## config.mk

```make
export PLATFORM = sky130hd
export DESIGN_NAME = lfpd_div
export DESIGN_NICKNAME = d
export VERILOG_FILES = /design/src/hdl/assert_macros.svh /design/src/hdl/lfpd_pkg.sv /design/src/hdl/lfpd_div.sv
export SDC_FILE = /design/constraint.sdc
export NUM_CORES = 1
export LEC_CHECK = 0
export BUFFER_PORTS_ARGS = -buffer_cell sky130_fd_sc_hd__buf_2
export CAP_MARGIN = 15
export CORE_MARGIN = 8
export CORE_UTILIZATION = 58
export CTS_CLUSTER_DIAMETER = 100
export DETAILED_ROUTE_END_ITERATION = 8
export PLACE_DENSITY = 0.85
export SLEW_MARGIN = 20
export SYNTH_ARGS = -nofsm -noshare
export SYNTH_HDL_FRONTEND = slang
export SYNTH_SLANG_ARGS = --single-unit
```

## constraint.sdc

```tcl
create_clock -name aclk -period 6.3 [get_ports aclk]
set_clock_uncertainty 0.1 [all_clocks]
set_input_delay 1.26 -clock aclk [delete_from_list [all_inputs] [get_ports aclk]]
set_output_delay 1.26 -clock aclk [all_outputs]
set_load 0.01 [all_outputs]
```

## src/hdl/assert_macros.svh

```systemverilog
// ----------------------------------------------------------------------------
// Assertion macros
// Shared wrappers for the concurrent checks of the controller.
// ----------------------------------------------------------------------------
`ifndef ASSERT_MACROS_SVH
`define ASSERT_MACROS_SVH

// Check that is ignored while reset is asserted.
`define LFPD_ASSERT(lbl, prop, msg) \
    lbl: assert property (@(posedge aclk) disable iff (!aresetn) prop) else $error(msg);

// Check that also holds during reset.
`define LFPD_ASSERT_ALWAYS(lbl, prop, msg) \
    lbl: assert property (@(posedge aclk) prop) else $error(msg);

`endif

```

## src/hdl/lfpd_pkg.sv

```systemverilog
// ----------------------------------------------------------------------------
// Line follower PD controller package
// Constants, shared types and helper functions of the controller.
// ----------------------------------------------------------------------------
package lfpd_pkg;

    localparam int SENSOR_COUNT = 7;
    localparam int SAMPLE_BITS  = 10;
    localparam int SMP_W        = SAMPLE_BITS;
    localparam int IDX_W        = $clog2(SENSOR_COUNT);
    localparam int CNT_W        = $clog2(SENSOR_COUNT + 1);

    localparam int NORM_FULL     = 1000;
    localparam int NORM_W        = 10;
    localparam int POS_W         = 13;
    localparam int WIDE_COUNT    = 5;
    localparam int WIDE_HIGH_POS = 4000;
    localparam int WIDE_LOW_POS  = 2000;
    localparam int NO_LINE_POS   = (SENSOR_COUNT - 1) * 500;
    localparam int PWM_MAX       = 255;
    localparam int GAIN_SCALE    = 1000;

    localparam int ERR_W = 16;
    localparam int ACC_W = 28;
    localparam int DRV_W = 20;

    // The PD sum magnitude stays below 2**26, where this reciprocal gives an exact
    // truncated quotient by GAIN_SCALE.
    localparam int RCP_W     = 27;
    localparam int RCP_SHIFT = 36;
    localparam int PROD_W    = ACC_W - 2 + RCP_W;
    localparam logic [RCP_W-1:0] GAIN_RECIP =
        RCP_W'(((64'd1 << RCP_SHIFT) + 64'(GAIN_SCALE) - 64'd1) / 64'(GAIN_SCALE));

    localparam int DIV_W     = 27;
    localparam int DVS_W     = 13;
    localparam int DIV_CNT_W = $clog2(DIV_W);

    localparam logic [2:0] CFG_MOTOR_TRIM = 3'd0;
    localparam logic [2:0] CFG_BASE_SPEED = 3'd1;
    localparam logic [2:0] CFG_PROP_GAIN  = 3'd2;
    localparam logic [2:0] CFG_DERIV_GAIN = 3'd3;
    localparam logic [2:0] CFG_DEADBAND   = 3'd4;
    localparam logic [2:0] CFG_CENTER     = 3'd5;
    localparam logic [2:0] CFG_LEVEL      = 3'd6;

    localparam logic [1:0] CMD_CAL_START  = 2'd0;
    localparam logic [1:0] CMD_CAL_SAMPLE = 2'd1;
    localparam logic [1:0] CMD_FOLLOW     = 2'd2;
    localparam logic [1:0] CMD_UNUSED     = 2'd3;

    typedef struct packed {
        logic             start;
        logic [DIV_W-1:0] dividend;
        logic [DVS_W-1:0] divisor;
    } div_req_t;

    typedef struct packed {
        logic             done;
        logic [DIV_W-1:0] quotient;
    } div_rsp_t;

    function automatic logic [POS_W-1:0] sensor_weight(input logic [IDX_W-1:0] idx);
        return POS_W'(idx) * POS_W'(NORM_FULL);
    endfunction

    function automatic logic [7:0] drive_mag(input logic signed [DRV_W-1:0] v);
        logic signed [DRV_W-1:0] a;
        a = v[DRV_W-1] ? -v : v;
        return (a > DRV_W'(PWM_MAX)) ? 8'(PWM_MAX) : a[7:0];
    endfunction

endpackage

```

## src/hdl/lfpd_div.sv

```systemverilog
// ----------------------------------------------------------------------------
// Shared divider
// Restoring unsigned divider that retires one quotient bit per cycle.
// ----------------------------------------------------------------------------
module lfpd_div import lfpd_pkg::*; (
    input  logic     aclk,
    input  logic     aresetn,
    input  div_req_t req,
    output div_rsp_t rsp
);

    logic                 busy_reg, busy_next;
    logic                 done_reg, done_next;
    logic [DIV_CNT_W-1:0] cnt_reg, cnt_next;
    logic [DIV_W-1:0]     quo_reg, quo_next;
    logic [DVS_W-1:0]     rem_reg, rem_next;
    logic [DVS_W-1:0]     dvs_reg, dvs_next;
    logic [DVS_W:0]       rem_sh;
    logic [DVS_W:0]       rem_sub;
    logic                 fits;

    assign rem_sh  = {rem_reg, quo_reg[DIV_W-1]};
    assign fits    = rem_sh >= {1'b0, dvs_reg};
    assign rem_sub = rem_sh - {1'b0, dvs_reg};

    always_comb begin
        busy_next = busy_reg;
        done_next = 1'b0;
        cnt_next  = cnt_reg;
        quo_next  = quo_reg;
        rem_next  = rem_reg;
        dvs_next  = dvs_reg;
        if (req.start) begin
            busy_next = 1'b1;
            cnt_next  = DIV_CNT_W'(DIV_W - 1);
            quo_next  = req.dividend;
            rem_next  = '0;
            dvs_next  = req.divisor;
        end else if (busy_reg) begin
            quo_next = {quo_reg[DIV_W-2:0], fits};
            rem_next = fits ? rem_sub[DVS_W-1:0] : rem_sh[DVS_W-1:0];
            if (cnt_reg == '0) begin
                busy_next = 1'b0;
                done_next = 1'b1;
            end else begin
                cnt_next = cnt_reg - 1'b1;
            end
        end
    end

    always_ff @(posedge aclk) begin
        if (!aresetn) begin
            busy_reg <= 1'b0;
            done_reg <= 1'b0;
            cnt_reg  <= '0;
        end else begin
            busy_reg <= busy_next;
            done_reg <= done_next;
            cnt_reg  <= cnt_next;
        end
    end

    always_ff @(posedge aclk) begin
        quo_reg <= quo_next;
        rem_reg <= rem_next;
        dvs_reg <= dvs_next;
    end

    assign rsp.done     = done_reg;
    assign rsp.quotient = quo_reg;

endmodule

```

==> results.json <==
{
  "worstPathArrival_ps": 2700,
  "drt-initial-drc-count": 253,
  "final-instance-count-excl-fill": 426,
  "dp_cells": 410,
  "num_antenna_cells": 0,
  "syn-cell-area_mm2": 0.003216,
  "area_growth_pct": 17.59,
  "core_area_mm2": 0.005439,
  "design_area_mm2": 0.003781,
  "netlist_instances": 279,
  "status": "finished clean",
  "timing.rr.start": "quo_reg[26]",
  "mostFrequentLayoutCells": "buf_2, edfxtp_1, mux2_2",
  "dieArea_mm2": 0.008183,
  "grt_max_degree": 55,
  "dr.pass1.iters": 6,
  "routed_wl_um": 6927,
  "grt_pass1_wl_um": 11230,
  "synth_nets": 337,
  "cts_tree": "built",
  "post_drt_wl_per_cell_um": 16.26,
  "hold_violations": 0,
  "async_flop_share_pct": 0,
  "setup_viol": 0,
  "hpwl_um": 4969,
  "num_rows": 27,
  "grt_use_total_pct": 16.89,
  "syn_area_per_cell_um2": 11.53,
  "min_from": "cnt_reg[4]",
  "hold_class": "reg -> reg",
  "clk_latency_ps": 330,
  "num_vias": 2446,
  "yosys_warnings": 0,
  "post-route-period-util_pct": 45.17,
  "placedInstanceArea_mm2": 0.003541,
  "numCtsBuffers": 9,
  "synth_cell_types": 54,
  "cts-root-buf": "clkbuf_8",
  "synth_edf_count": 40,
  "h-tree-depth": 3,
  "drv_slew": 0,
  "cts_setup_buffers": 0,
  "ctsResizeCount": 0,
  "crit_path_start_kind": "primary input",
  "grt_pass1_vias": 2505,
  "crit_fanout": 54,
  "fmax_ghz": 0.3514,
  "grt_setup_unrepaired": "false",
  "p_leak_nw": 1.590,
  "nets": 407,
  "tightest_slew_ps": 988.9,
  "layout_commonest_cell": "buf_2",
  "drc": 0,
  "crit_type": "in -> reg",
  "relSlewSlack_pct": 33.98,
  "routabilityCongestion": 0.8307,
  "die_h_um": 90.46,
  "setup_tns_ps": 0,
  "yosysSeqAreaShare_pct": 49.81,
  "cp.required_ps": 6160,
  "start_util_pct": 59.12,
  "cp-end-kind": "flop",
  "largest_reg_flops": 27,
  "vias_per_cell": 5.742,
  "synth_seq_cells": 60,
  "holdBufCountCts": 0,
  "antenna_found_initial": 0,
  "io_pins": 71,
  "ys.flop_type": "edfxtp_1",
  "layout_min_cycle_time_ps": 2846,
  "die_x_um": 90.46,
  "max-clock-path-buffers": 2,
  "power.total_w": 0.001150,
  "path_clk_slew_ps": 70,
  "ant_nets": 0,
  "port_buffers": 70,
  "max-cap-violations": 0,
  "overflow": 0,
  "drive_gt1_share_pct": 37.01,
  "peakVddDrop_uv": 234.6,
  "cp-startpoint": "req[40]",
  "clock-sinks": 60,
  "power_density_mw_per_mm2": 304.3
}
## kinds of logic after synthesis
kind of cell               after synthesis  synth area share [%]
and+or+nand+nor                         66                 10.39
AOI/OAI and AO/OA                       65                 14.24
DFF                                     60                 49.81
buffers and inverters                   33                 6.381
muxes                                   29                 10.12
adders and majority gates               15                 6.070
xor gates and xnor gates                11                 2.996
## cells in the mapped netlist, drive strengths merged (2+ instances only)
cell type  number  area share, %
xor2            4            1.1
o22ai           2           0.39
a21oi          15            2.6
nor4            3           0.58
a311oi         12            3.5
a21o            5            1.2
a211oi          2           0.62
mux2           28            9.8
edfxtp         40             37
xnor2           7            1.9
ha             14            5.4
inv            20            2.3
a31oi           2           0.39
nand2          10            1.2
o21ai          14            2.2
nand3          15            2.5
dfxtp          20             12
nor3            4           0.62
o21a            2           0.47
or2             2           0.39
a31o            2           0.54
nor2           18            2.2
clkbuf          5            2.1
buf             6            1.3
a21boi          2           0.47
nand4           3           0.58
nor2b           4           0.78
and3            2           0.43
## power breakdown
group / switching, W / total [W] / internal (W)
combinational: 0.000134 / 0.000245 / 0.000111
sequential: 0.0000258 / 0.000491 / 0.000465
clock: 0.000153 / 0.000415 / 0.000262
## worst paths after layout
check          endpoint  slack [ps]  cells after the start
min reg2reg    done_reg         390                      1
max          quo_reg[3]        3450                      4
max reg2reg  quo_reg[0]        3470                     10
min            done_reg         390                      1
## through the flow
stage	utilization (%)	setup slack, ps	hold WS [ps]
floorplan	-	3327	340.4
global placement	65.10	2858	375.6
detailed placement	65.10	2758	383.1
CTS	69.47	3105	397.0
global route	69.52	3302	409.3
finish	69.52	3454	393.2
## critical path, cell delays in order
cell	delay, ps
buf_2	80
buf_4	510
inv_1	300
nand2_2	540
## layer usage
metal | global-route usage, % | part of all wire, % | vias up
met4 | 6.519 | 1.5 | 0
li1 | - | - | 1188
met2 | 28.68 | 51 | 100
met5 | 0 | 0 | -
met3 | 5.237 | 6.9 | 10
met1 | 19.32 | 41 | 1148
## area by class of cell
type / count / area [um^2]
clock inverters: 7 / 113.9
repair buffers: 72 / 365.4
fillers: 383 / 1658
multi-input cells: 186 / 1411
inverters: 20 / 75.07
clock buffers: 9 / 123.9
flip-flops and latches: 60 / 1602
well taps: 72 / 90.09
Power figures use the tool's default switching activity.
